$ cat config.mk
export PLATFORM = sky130hd
export DESIGN_NAME = set_membership_table_core
export DESIGN_NICKNAME = d
export VERILOG_FILES = /design/src/design/smt_pkg.sv /design/src/design/smt_ctrl.sv /design/src/design/smt_datapath.sv /design/src/design/set_membership_table_core.sv
export SDC_FILE = /design/constraint.sdc
export NUM_CORES = 1
export LEC_CHECK = 0
export BUFFER_PORTS_ARGS = -buffer_cell sky130_fd_sc_hd__buf_2
export CORE_MARGIN = 1
export CORE_UTILIZATION = 65
export CTS_CLUSTER_DIAMETER = 100
export DETAILED_ROUTE_END_ITERATION = 10
export MAX_ROUTING_LAYER = met4
export PLACE_DENSITY = 0.8
export SYNTH_ARGS = -nofsm -noshare
export SYNTH_HDL_FRONTEND = slang
export SYNTH_SLANG_ARGS = --single-unit
$ cat constraint.sdc
create_clock -name i_clk -period 12.7 [get_ports i_clk]
set_input_delay 2.54 -clock i_clk [delete_from_list [all_inputs] [get_ports i_clk]]
set_output_delay 2.54 -clock i_clk [all_outputs]
set_load 0.01 [all_outputs]
$ cat src/design/smt_pkg.sv
package smt_pkg;

    localparam int CAPACITY     = 16;
    localparam int ELEMENT_BITS = 32;

    localparam int KIND_W   = 2;
    localparam int ELEM_IN_W = 32;
    localparam int COUNT_W  = 5;

    localparam int IDX_W = (CAPACITY > 1) ? $clog2(CAPACITY) : 1;
    localparam int CNT_W = $clog2(CAPACITY + 1);

    localparam logic [KIND_W-1:0] KIND_INSERT = 2'd0;
    localparam logic [KIND_W-1:0] KIND_REMOVE = 2'd1;
    localparam logic [KIND_W-1:0] KIND_LOOKUP = 2'd2;

    typedef struct packed {
        logic [KIND_W-1:0]    kind;
        logic [ELEM_IN_W-1:0] element;
    } t_in;

    typedef struct packed {
        logic               was_present;
        logic [COUNT_W-1:0] member_count;
        logic               is_empty;
        logic               insert_dropped;
    } t_out;

    typedef struct packed {
        logic start;
        logic scan_step;
        logic update;
    } t_cmd;

    typedef struct packed {
        logic scan_last;
        logic out_free;
    } t_stat;

    typedef enum logic [1:0] {
        ST_IDLE,
        ST_SCAN,
        ST_UPDATE
    } t_state;

endpackage

$ cat src/design/smt_ctrl.sv
module smt_ctrl (
    input  logic          i_clk,
    input  logic          i_rst_n,
    input  logic          i_in_valid,
    output logic          o_in_ready,
    input  smt_pkg::t_stat i_stat,
    output smt_pkg::t_cmd  o_cmd
);

    smt_pkg::t_state r_state;
    smt_pkg::t_state n_state;

    always_ff @(posedge i_clk) begin
        if (!i_rst_n) begin
            r_state <= smt_pkg::ST_IDLE;
        end else begin
            r_state <= n_state;
        end
    end

    always_comb begin
        n_state = r_state;
        unique case (r_state)
            smt_pkg::ST_IDLE: begin
                if (i_in_valid) begin
                    n_state = smt_pkg::ST_SCAN;
                end
            end
            smt_pkg::ST_SCAN: begin
                if (i_stat.scan_last) begin
                    n_state = smt_pkg::ST_UPDATE;
                end
            end
            smt_pkg::ST_UPDATE: begin
                if (i_stat.out_free) begin
                    n_state = smt_pkg::ST_IDLE;
                end
            end
            default: begin
                n_state = smt_pkg::ST_IDLE;
            end
        endcase
    end

    always_comb begin
        o_in_ready      = 1'b0;
        o_cmd.start     = 1'b0;
        o_cmd.scan_step = 1'b0;
        o_cmd.update    = 1'b0;
        unique case (r_state)
            smt_pkg::ST_IDLE: begin
                o_in_ready  = 1'b1;
                o_cmd.start = i_in_valid;
            end
            smt_pkg::ST_SCAN: begin
                o_cmd.scan_step = 1'b1;
            end
            smt_pkg::ST_UPDATE: begin
                o_cmd.update = i_stat.out_free;
            end
            default: begin
                o_in_ready = 1'b0;
            end
        endcase
    end

    // The scan always ends in the update state.
    assert property (@(posedge i_clk) disable iff (!i_rst_n)
        (r_state == smt_pkg::ST_SCAN) && i_stat.scan_last |=> (r_state == smt_pkg::ST_UPDATE))
        else $error("scan did not hand over to update");

    // A result is written only when the output register can take it.
    assert property (@(posedge i_clk) disable iff (!i_rst_n)
        o_cmd.update |-> i_stat.out_free)
        else $error("update issued while output register is occupied");

    // An accepted item always starts a scan.
    assert property (@(posedge i_clk) disable iff (!i_rst_n)
        o_cmd.start |=> (r_state == smt_pkg::ST_SCAN))
        else $error("accepted item did not start a scan");

endmodule

$ cat src/design/smt_datapath.sv
module smt_datapath (
    input  logic           i_clk,
    input  logic           i_rst_n,
    input  smt_pkg::t_in   i_in_data,
    input  smt_pkg::t_cmd  i_cmd,
    output smt_pkg::t_stat o_stat,
    input  logic           i_out_ready,
    output logic           o_out_valid,
    output smt_pkg::t_out  o_out_data
);

    logic [smt_pkg::KIND_W-1:0]       r_kind;
    logic [smt_pkg::ELEMENT_BITS-1:0] r_elem;
    logic [smt_pkg::IDX_W-1:0]        r_idx;
    logic                             r_hit;
    logic [smt_pkg::IDX_W-1:0]        r_hit_idx;
    logic                             r_free_found;
    logic [smt_pkg::IDX_W-1:0]        r_free_idx;

    logic [smt_pkg::ELEMENT_BITS-1:0] r_slot_value [smt_pkg::CAPACITY];
    logic [smt_pkg::CAPACITY-1:0]     r_slot_valid;
    logic [smt_pkg::CNT_W-1:0]        r_live_count;
    logic [smt_pkg::CNT_W-1:0]        n_live_count;

    smt_pkg::t_out r_out;
    logic          r_out_valid;

    logic w_slot_match;
    logic w_is_insert;
    logic w_is_remove;
    logic w_new_insert;
    logic w_do_insert;
    logic w_do_remove;
    logic w_dropped;

    assign w_slot_match = r_slot_valid[r_idx] && (r_slot_value[r_idx] == r_elem);

    assign o_stat.scan_last = (r_idx == smt_pkg::IDX_W'(smt_pkg::CAPACITY - 1));
    assign o_stat.out_free  = !r_out_valid || i_out_ready;

    // Kind codes other than insert and remove behave as a lookup.
    always_comb begin
        w_is_insert = 1'b0;
        w_is_remove = 1'b0;
        unique case (r_kind)
            smt_pkg::KIND_INSERT: w_is_insert = 1'b1;
            smt_pkg::KIND_REMOVE: w_is_remove = 1'b1;
            default: begin
                w_is_insert = 1'b0;
                w_is_remove = 1'b0;
            end
        endcase
    end

    assign w_new_insert = i_cmd.update && w_is_insert && !r_hit;
    assign w_do_insert  = w_new_insert && r_free_found;
    assign w_dropped    = w_new_insert && !r_free_found;
    assign w_do_remove  = i_cmd.update && w_is_remove && r_hit;

    always_comb begin
        n_live_count = r_live_count;
        if (w_do_insert) begin
            n_live_count = r_live_count + smt_pkg::CNT_W'(1);
        end else if (w_do_remove && (r_live_count != '0)) begin
            n_live_count = r_live_count - smt_pkg::CNT_W'(1);
        end
    end

    // Item registers and the slot scan.
    always_ff @(posedge i_clk) begin
        if (!i_rst_n) begin
            r_idx <= '0;
        end else if (i_cmd.start) begin
            r_idx <= '0;
        end else if (i_cmd.scan_step && !o_stat.scan_last) begin
            r_idx <= r_idx + smt_pkg::IDX_W'(1);
        end
    end

    always_ff @(posedge i_clk) begin
        if (i_cmd.start) begin
            r_kind       <= i_in_data.kind;
            r_elem       <= i_in_data.element[smt_pkg::ELEMENT_BITS-1:0];
            r_hit        <= 1'b0;
            r_free_found <= 1'b0;
        end else if (i_cmd.scan_step) begin
            if (w_slot_match && !r_hit) begin
                r_hit     <= 1'b1;
                r_hit_idx <= r_idx;
            end
            if (!r_slot_valid[r_idx] && !r_free_found) begin
                r_free_found <= 1'b1;
                r_free_idx   <= r_idx;
            end
        end
    end

    // Slot store: values carry no reset, the valid bits do.
    always_ff @(posedge i_clk) begin
        if (w_do_insert) begin
            r_slot_value[r_free_idx] <= r_elem;
        end
    end

    always_ff @(posedge i_clk) begin
        if (!i_rst_n) begin
            r_slot_valid <= '0;
            r_live_count <= '0;
        end else begin
            if (w_do_insert) begin
                r_slot_valid[r_free_idx] <= 1'b1;
            end
            if (w_do_remove) begin
                r_slot_valid[r_hit_idx] <= 1'b0;
            end
            r_live_count <= n_live_count;
        end
    end

    // Output register holds a finished result until its transfer.
    always_ff @(posedge i_clk) begin
        if (!i_rst_n) begin
            r_out_valid <= 1'b0;
        end else if (i_cmd.update) begin
            r_out_valid <= 1'b1;
        end else if (i_out_ready) begin
            r_out_valid <= 1'b0;
        end
    end

    always_ff @(posedge i_clk) begin
        if (i_cmd.update) begin
            r_out.was_present    <= r_hit;
            r_out.member_count   <= smt_pkg::COUNT_W'(n_live_count);
            r_out.is_empty       <= (n_live_count == '0);
            r_out.insert_dropped <= w_dropped;
        end
    end

    assign o_out_valid = r_out_valid;
    assign o_out_data  = r_out;

    assert property (@(posedge i_clk) disable iff (!i_rst_n)
        $countones(r_slot_valid) == 32'(r_live_count))
        else $error("live count disagrees with valid bits");

    assert property (@(posedge i_clk) disable iff (!i_rst_n)
        r_out_valid && r_out.insert_dropped
            |-> (r_out.member_count == smt_pkg::COUNT_W'(smt_pkg::CAPACITY)))
        else $error("insert dropped while store was not full");

    // A result that waits for its transfer stays valid and unchanged.
    assert property (@(posedge i_clk) disable iff (!i_rst_n)
        r_out_valid && !i_out_ready |=> r_out_valid && $stable(r_out))
        else $error("waiting result changed before its transfer");

endmodule

$ cat src/design/set_membership_table_core.sv
// Channel  | Signals                              | Payload
// ---------+--------------------------------------+------------------------------
// in       | i_in_valid, o_in_ready, i_in_data    | kind, element
// out      | o_out_valid, i_out_ready, o_out_data | was_present, member_count,
//          |                                      | is_empty, insert_dropped
//
// Each item passes through a transfer in the idle state, a compare per slot
// that walks the store, and an update.
// Reset is synchronous on i_rst_n and clears the valid bits and the count.
// A finished result waits in the output register; the next item is taken
// while it waits, and the update stalls only if the previous result is still
// there when the scan ends.
module set_membership_table_core (
    input  logic           i_clk,
    input  logic           i_rst_n,
    input  logic           i_in_valid,
    output logic           o_in_ready,
    input  smt_pkg::t_in   i_in_data,
    output logic           o_out_valid,
    input  logic           i_out_ready,
    output smt_pkg::t_out  o_out_data
);

    smt_pkg::t_cmd  w_cmd;
    smt_pkg::t_stat w_stat;

    smt_ctrl u_ctrl (
        .i_clk      (i_clk),
        .i_rst_n    (i_rst_n),
        .i_in_valid (i_in_valid),
        .o_in_ready (o_in_ready),
        .i_stat     (w_stat),
        .o_cmd      (w_cmd)
    );

    smt_datapath u_datapath (
        .i_clk       (i_clk),
        .i_rst_n     (i_rst_n),
        .i_in_data   (i_in_data),
        .i_cmd       (w_cmd),
        .o_stat      (w_stat),
        .i_out_ready (i_out_ready),
        .o_out_valid (o_out_valid),
        .o_out_data  (o_out_data)
    );

endmodule
* After elaboration in Yosys (flattened, before gate mapping)
Memories as Yosys holds them, arrays and structs flattened. A register that Yosys moved wholly into a read port is not among the register bits.
Index checks and enable logic that the tools add are counted.
W data, S select, Z words.
** Word-level totals
- Memory bits (writable) :: 512
- Bits in registers :: 80
- Memories :: 1
- Output and inout port bits :: 10
** Memories
- u_datapath.r_slot_value :: depth 16, bits a word 32, rd ports 1, clocked after memory_dff 1, wr ports 1, RTL line smt_datapath.sv:20 : logic [smt_pkg::ELEMENT_BITS-1:0] r_slot_value [smt_pkg::CAPACITY];
** Cells by class
- Add/subtract/negate cells :: 3
- Reductions and logical operators :: 30
- Bitwise logic cells :: 5
- Magnitude comparators :: 5
- Equal/unequal tests :: 8
- Mux-type cells :: 27
** Operators with widths (number)
- $mux W16 :: 3
- $eq A32 B32 Y1 :: 1
- $and A16 B16 Y16 :: 1
- $not A16 Y16 :: 1
- $or A16 B16 Y16 :: 1
- $lt A4 B5 Y1 const B :: 3
- $logic_and A1 B1 Y1 :: 13
- $mux W1 :: 13
- $mux W5 :: 2
- $reduce_and A3 Y1 :: 3
- $demux W1 S4 :: 2
- $ge A4 B1 Y1 const B :: 2
- $mux W4 :: 2
- $mux W2 :: 3
- $pmux W2 S3 :: 1
- $add A5 B1 Y5 const B :: 1
- $logic_not A1 Y1 :: 5
- $logic_not A5 Y1 :: 1
- $reduce_bool A5 Y1 :: 1
- $sub A5 B1 Y5 const B :: 1
- $add A4 B1 Y4 const B :: 1
- $bmux W1 S4 :: 1
- $eq A2 B1 Y1 const B :: 2
- $eq A4 B4 Y1 const B :: 1
- other kinds (9) :: 13

* Logic depth before layout (Yosys ltp)
- Depth in word-level cells :: 10
- Gate-level depth with buffers :: 13

* By module
From an unflattened synthesis, not the netlist that was laid out.
** Second synthesis, totals
- Cells, all modules :: 1079
- Area, all modules :: 23019.6 µm²
** Modules (own cells, without submodules)
- smt_datapath :: cells an instance 1067, sequential area each 17516.8 µm², area an instance 22900.7 µm², instances 1
- smt_ctrl :: cells an instance 12, sequential area each 40.0 µm², area an instance 118.9 µm², instances 1

* Least setup slack after synthesis
OpenSTA, ideal clock, no wires.
- Kind :: input-to-reg
- Start point :: in i_out_ready
- End point :: reg u_datapath.r_slot_valid[0] (netlist bit)
- Data arrival time :: 7.186 ns
- Path buffers :: 0
- Slack :: 5.441 ns
- Stages on the path :: 6
- Setup time :: 0.073 ns
- Path through :: nor2b_1 nor3_1 nand3_1 nor2_1 nor4b_1 o221a_2
** Between the ends
- Cells in the longest elaborated chain, start to end :: 9
** Ends and longest elaborated chain
- start, declared :: RTL line set_membership_table_core.sv:20 : input logic i_out_ready,
- $logic_or A1 B1 Y1 (*) :: RTL line smt_datapath.sv:39 : assign o_stat.out_free = !r_out_valid || i_out_ready;
- $mux W1 (*) :: RTL line smt_ctrl.sv:50 : unique case (r_state)
- $logic_and A1 B1 Y1 (2 in series) :: RTL line smt_datapath.sv:55 : assign w_new_insert = i_cmd.update && w_is_insert && !r_hit;
- $logic_and A1 B1 Y1 :: RTL line smt_datapath.sv:56 : assign w_do_insert = w_new_insert && r_free_found;
- $mux W16 :: RTL line smt_datapath.sv:110 : if (w_do_insert) begin
- $mux W16 :: RTL line smt_datapath.sv:106 : if (!i_rst_n) begin
- $and A16 B16 Y16 (no line)
- $mux W16 (*) :: RTL line smt_datapath.sv:113 : if (w_do_remove) begin
- end signal, assigned :: RTL line smt_datapath.sv:107 : r_slot_valid <= '0;
- end signal, assigned by index :: RTL line smt_datapath.sv:111 : r_slot_valid[r_free_idx] <= 1'b1;
- end signal, assigned by index :: RTL line smt_datapath.sv:114 : r_slot_valid[r_hit_idx] <= 1'b0;
- end, declared :: RTL line smt_datapath.sv:21 : logic [smt_pkg::CAPACITY-1:0] r_slot_valid;
Mark *: on every way between the ends. The rest lies on a longest branch, timed or not. The select of a mux whose other input is x is not followed.
A chain may end at the register's enable or synchronous reset.

==> flow_metrics.py <==
metrics = {
    "logic_synthesis": {
        "asyncSetResetFlopFracSynth_pct": 0,
        "ys.warnings.count": 0,
        "synth_edf_count": 562,
        "synthCells": 1230,
        "netlist_area_mm2": 0.0238,
        "synthesis.nets": 1272,
        "seq_area_frac_synth_pct": 73.9,
        "yosysUniqueCellTypes": 70,
        "synth.avg_cell_area_um2": 19.3,
        "dominantRegCellSynth": "sky130_fd_sc_hd__edfxtp_1",
        "ffs_latches_synth": 596,
    },
    "min_path": {
        "min_to": "u_ctrl.r_state[0]",
        "timing.hold.worst_path_depth": 1,
        "min-delay-path-class": "flip-flop to flip-flop",
        "holdCritStartpoint": "u_ctrl.r_state[1]",
    },
    "clock_tree": {
        "root_buffer": "sky130_fd_sc_hd__clkbuf_16",
        "cts-hold-fix-buffers": 0,
        "cts_sinks": 596,
        "cts_inserted_buffers": 55,
        "cts_max_path_buffers": 3,
        "cts.clk_slew.worst_paths_ns": 0.06,
        "cts_post_setup_buffers_inserted": 0,
        "postCtsResizedCells": 0,
        "worstSkewPairLatency_ns": 0.60,
        "clock_tree_from_tritoncts": "built",
        "cts_max_level": 2,
    },
    "die": {
        "placement_rows": 69,
        "design.die.area_mm2": 0.0373,
        "start_util_pct": 66.5,
        "floorplan.core_area_mm2": 0.0357,
        "die-width_um": 193,
        "die_height_um": 193,
        "number_of_i_o_pins": 48,
    },
    "timing": {
        "grt_setup_unrepaired": "no",
        "hold_violations": 0,
        "final-setup-viol-count": 0,
        "tightestPinTransition_ns": 1.40,
        "post-route-min-period_ns": 5.43,
        "finalCritPeriodShare_pct": 42.8,
        "skew_ns": 0.00962,
        "finalMaxSlewViolations": 0,
        "postLayoutSetupSlackWorst_ns": 7.27,
        "max_clock_freq_ghz": 0.184,
        "totalNegativeSetupSlack_ns": 0,
        "slew_headroom_pct": 6.48,
    },
    "drt": {
        "route.vias.total": 12497,
        "drtIter0Drc": 1684,
        "total_drc_errors_in_the_routed_layout": 0,
        "detailedRoute.firstPassIterationCount": 7,
        "antenna_violating_nets_post_route": 0,
        "routed_wirelength_um": 53800,
        "route.detailed.wl_per_inst_um": 29.7,
        "post_drt_via_cell_ratio": 6.89,
    },
    "layout": {
        "area_delta_synth_final_pct": 10.5,
        "drive_gt1_share_pct": 22.8,
        "mostFrequentLayoutCell": "sky130_fd_sc_hd__edfxtp_1",
        "antenna_cells": 0,
        "design.final.nets": 1351,
        "final_cell_area_mm2": 0.0263,
        "final_cell_mix": "562 x sky130_fd_sc_hd__edfxtp_1, 99 x sky130_fd_sc_hd__mux4_2, 75 x sky130_fd_sc_hd__mux2i_1",
    },
    "placed_design": {
        "placement.io_buffers": 47,
        "dp_worst_setup_slack_ns": 7.18,
        "routabilityCongestion": 0.912,
        "placed_area_mm2": 0.0245,
        "detailed_place_hpwl_um": 30300,
    },
    "global_route": {
        "grt_busiest_layer": "met2",
        "grt_antenna_before_repair": 0,
        "first_global_vias": 12527,
        "groute.layer.met1.usage_pct": 40.7,
        "grt_max_degree": 65,
        "overflow": 0,
        "grt_use_met3_pct": 5.68,
        "grtUsageTotal_pct": 30.3,
        "globalRouteMet2Util_pct": 46.6,
        "wire_length_of_the_first_global_routing_pass_um": 79200,
    },
    "setup_path": {
        "rr_endpoint": "u_datapath.r_hit_idx[1]",
        "start_kind": "flip-flop",
        "critical_path_class": "flip-flop to flip-flop",
        "ff2ff_path_depth": 9,
        "critical_path.max_fanout": 44,
        "end_kind": "flip-flop",
        "critPathArrivalTime_ns": 5.66,
        "reg2reg_slack_ns": 7.27,
        "critical_path_required_ns": 12.92,
    },
    "flow_run": {
        "max_cap_violation_count": 0,
    },
    "power_and_ir_drop": {
        "power.leakage_uw": 0.00823,
        "cellPowerDensity_mw_per_mm2": 148,
        "peakVddDrop_mv": 0.110,
    },
    "status": {
        "outcome": "finished, final reports clean",
    },
}
layer usage:
| layer | part of all wire, % | up-vias |
|---|---|---|
| met5 | 0 | - |
| met4 | 3.9 | 0 |
| met3 | 9.6 | 149 |
| met2 | 48 | 786 |
| met1 | 38 | 6352 |
| li1 | - | 5210 |
state kept, by name, summed over array words and instances, names as in the netlist, 2 cells and up, named ones only:
name / count
u_datapath.r_slot_value: 512
u_datapath.r_live_count: 5
u_datapath.r_hit_idx: 4
u_datapath.r_kind: 2
u_datapath.r_free_idx: 4
u_datapath.r_elem: 32
u_ctrl.r_state: 2
u_datapath.r_idx: 4
u_datapath.o_out_data: 8
u_datapath.r_slot_valid: 16
critical path: stages, from the launching register on:
cell and delay [ns]:
sky130_fd_sc_hd__dfxtp_4 0.65, sky130_fd_sc_hd__buf_4 0.71, sky130_fd_sc_hd__buf_4 0.78, sky130_fd_sc_hd__mux4_1 0.64
sky130_fd_sc_hd__a22o_1 0.25, sky130_fd_sc_hd__a221oi_2 0.20, sky130_fd_sc_hd__xnor2_1 0.12, sky130_fd_sc_hd__or4_1 0.42
sky130_fd_sc_hd__or4b_1 0.52, sky130_fd_sc_hd__nor4_2 0.71
final cells by class:
class	instances	area [um2]
Sequential cell	596	17600
Fill cell	2016	9480
Multi-Input combinational cell	572	5930
Clock buffer	83	1600
Tap cell	461	577
Timing Repair Buffer	74	438
Clock inverter	17	108
Inverter	10	37.5
power breakdown:
part           switching (uW)  internal (uW)
logic                    60.4           49.8
registers                35.1           2160
clock network             689            887
how the worst max path moves through the flow:
stage / to / slack (ns)
detailed placement: u_datapath.r_slot_value[1][6] / 7.18
finish: u_datapath.r_hit_idx[1] / 7.27
global placement: u_datapath.r_hit_idx[2] / 7.31
global route: u_datapath.r_hit_idx[1] / 7.02
floorplan: u_datapath.r_slot_valid[0] / 5.44
CTS: u_datapath.r_hit_idx[0] / 7.26
metrics by stage:
step           total power, uW  utilization, %  cells  hold slack (ns)
2_1_floorplan             2300               -   1230            0.424
3_3_place_gp              2340            68.7   1713            0.450
3_5_place_dp              2340            68.7   1713            0.483
4_1_cts                   3890            73.5   1813            0.485
5_1_grt                   3970            73.5   1813            0.522
6_report                  3880            73.5   1813            0.489
cells in the mapped netlist, types with 3 or more instances:
cell | count | share of area (%)
sky130_fd_sc_hd__a211o_1 | 3 | 0.11
sky130_fd_sc_hd__a211oi_1 | 4 | 0.13
sky130_fd_sc_hd__a21o_1 | 3 | 0.095
sky130_fd_sc_hd__a21oi_1 | 9 | 0.19
sky130_fd_sc_hd__a221oi_1 | 11 | 0.41
sky130_fd_sc_hd__a22o_1 | 10 | 0.37
sky130_fd_sc_hd__a22oi_1 | 12 | 0.38
sky130_fd_sc_hd__and2_1 | 12 | 0.32
sky130_fd_sc_hd__and3_1 | 5 | 0.13
sky130_fd_sc_hd__buf_2 | 12 | 0.25
sky130_fd_sc_hd__buf_4 | 18 | 0.57
sky130_fd_sc_hd__buf_6 | 6 | 0.28
sky130_fd_sc_hd__clkbuf_1 | 12 | 0.19
sky130_fd_sc_hd__dfxtp_1 | 34 | 2.9
sky130_fd_sc_hd__edfxtp_1 | 562 | 71
sky130_fd_sc_hd__ha_1 | 4 | 0.21
sky130_fd_sc_hd__inv_1 | 9 | 0.14
sky130_fd_sc_hd__mux2_2 | 13 | 0.62
sky130_fd_sc_hd__mux2i_1 | 75 | 3.2
sky130_fd_sc_hd__mux4_1 | 6 | 0.66
sky130_fd_sc_hd__mux4_2 | 99 | 9.4
sky130_fd_sc_hd__nand2_1 | 42 | 0.66
sky130_fd_sc_hd__nand2b_1 | 21 | 0.55
sky130_fd_sc_hd__nand3_1 | 17 | 0.36
sky130_fd_sc_hd__nand3b_1 | 6 | 0.19
sky130_fd_sc_hd__nand4_1 | 12 | 0.32
sky130_fd_sc_hd__nand4b_1 | 4 | 0.15
sky130_fd_sc_hd__nor2_1 | 38 | 0.60
sky130_fd_sc_hd__nor2b_1 | 15 | 0.39
sky130_fd_sc_hd__nor3_1 | 9 | 0.19
sky130_fd_sc_hd__nor3b_1 | 4 | 0.13
sky130_fd_sc_hd__nor4_1 | 12 | 0.32
sky130_fd_sc_hd__nor4b_1 | 6 | 0.22
sky130_fd_sc_hd__o2111ai_1 | 3 | 0.11
sky130_fd_sc_hd__o21ai_0 | 10 | 0.21
sky130_fd_sc_hd__o221a_2 | 15 | 0.71
sky130_fd_sc_hd__o22ai_1 | 11 | 0.29
sky130_fd_sc_hd__or2_2 | 6 | 0.16
sky130_fd_sc_hd__or3_1 | 4 | 0.11
sky130_fd_sc_hd__or4_1 | 3 | 0.095
sky130_fd_sc_hd__xnor2_1 | 17 | 0.63
sky130_fd_sc_hd__xor2_1 | 22 | 0.81
cell families after synthesis:
group,count (synthesis),share of synthesized area [%]
xor gates and xnor gates,39,1.44
buffers and inverters,62,1.64
AOI/OAI and AO/OA,115,3.92
DFF,596,73.9
and+or+nand+nor,221,5.09
muxes,193,13.8
adders and majority gates,4,0.211
Note: power is estimated with default switching activity, not from simulation.
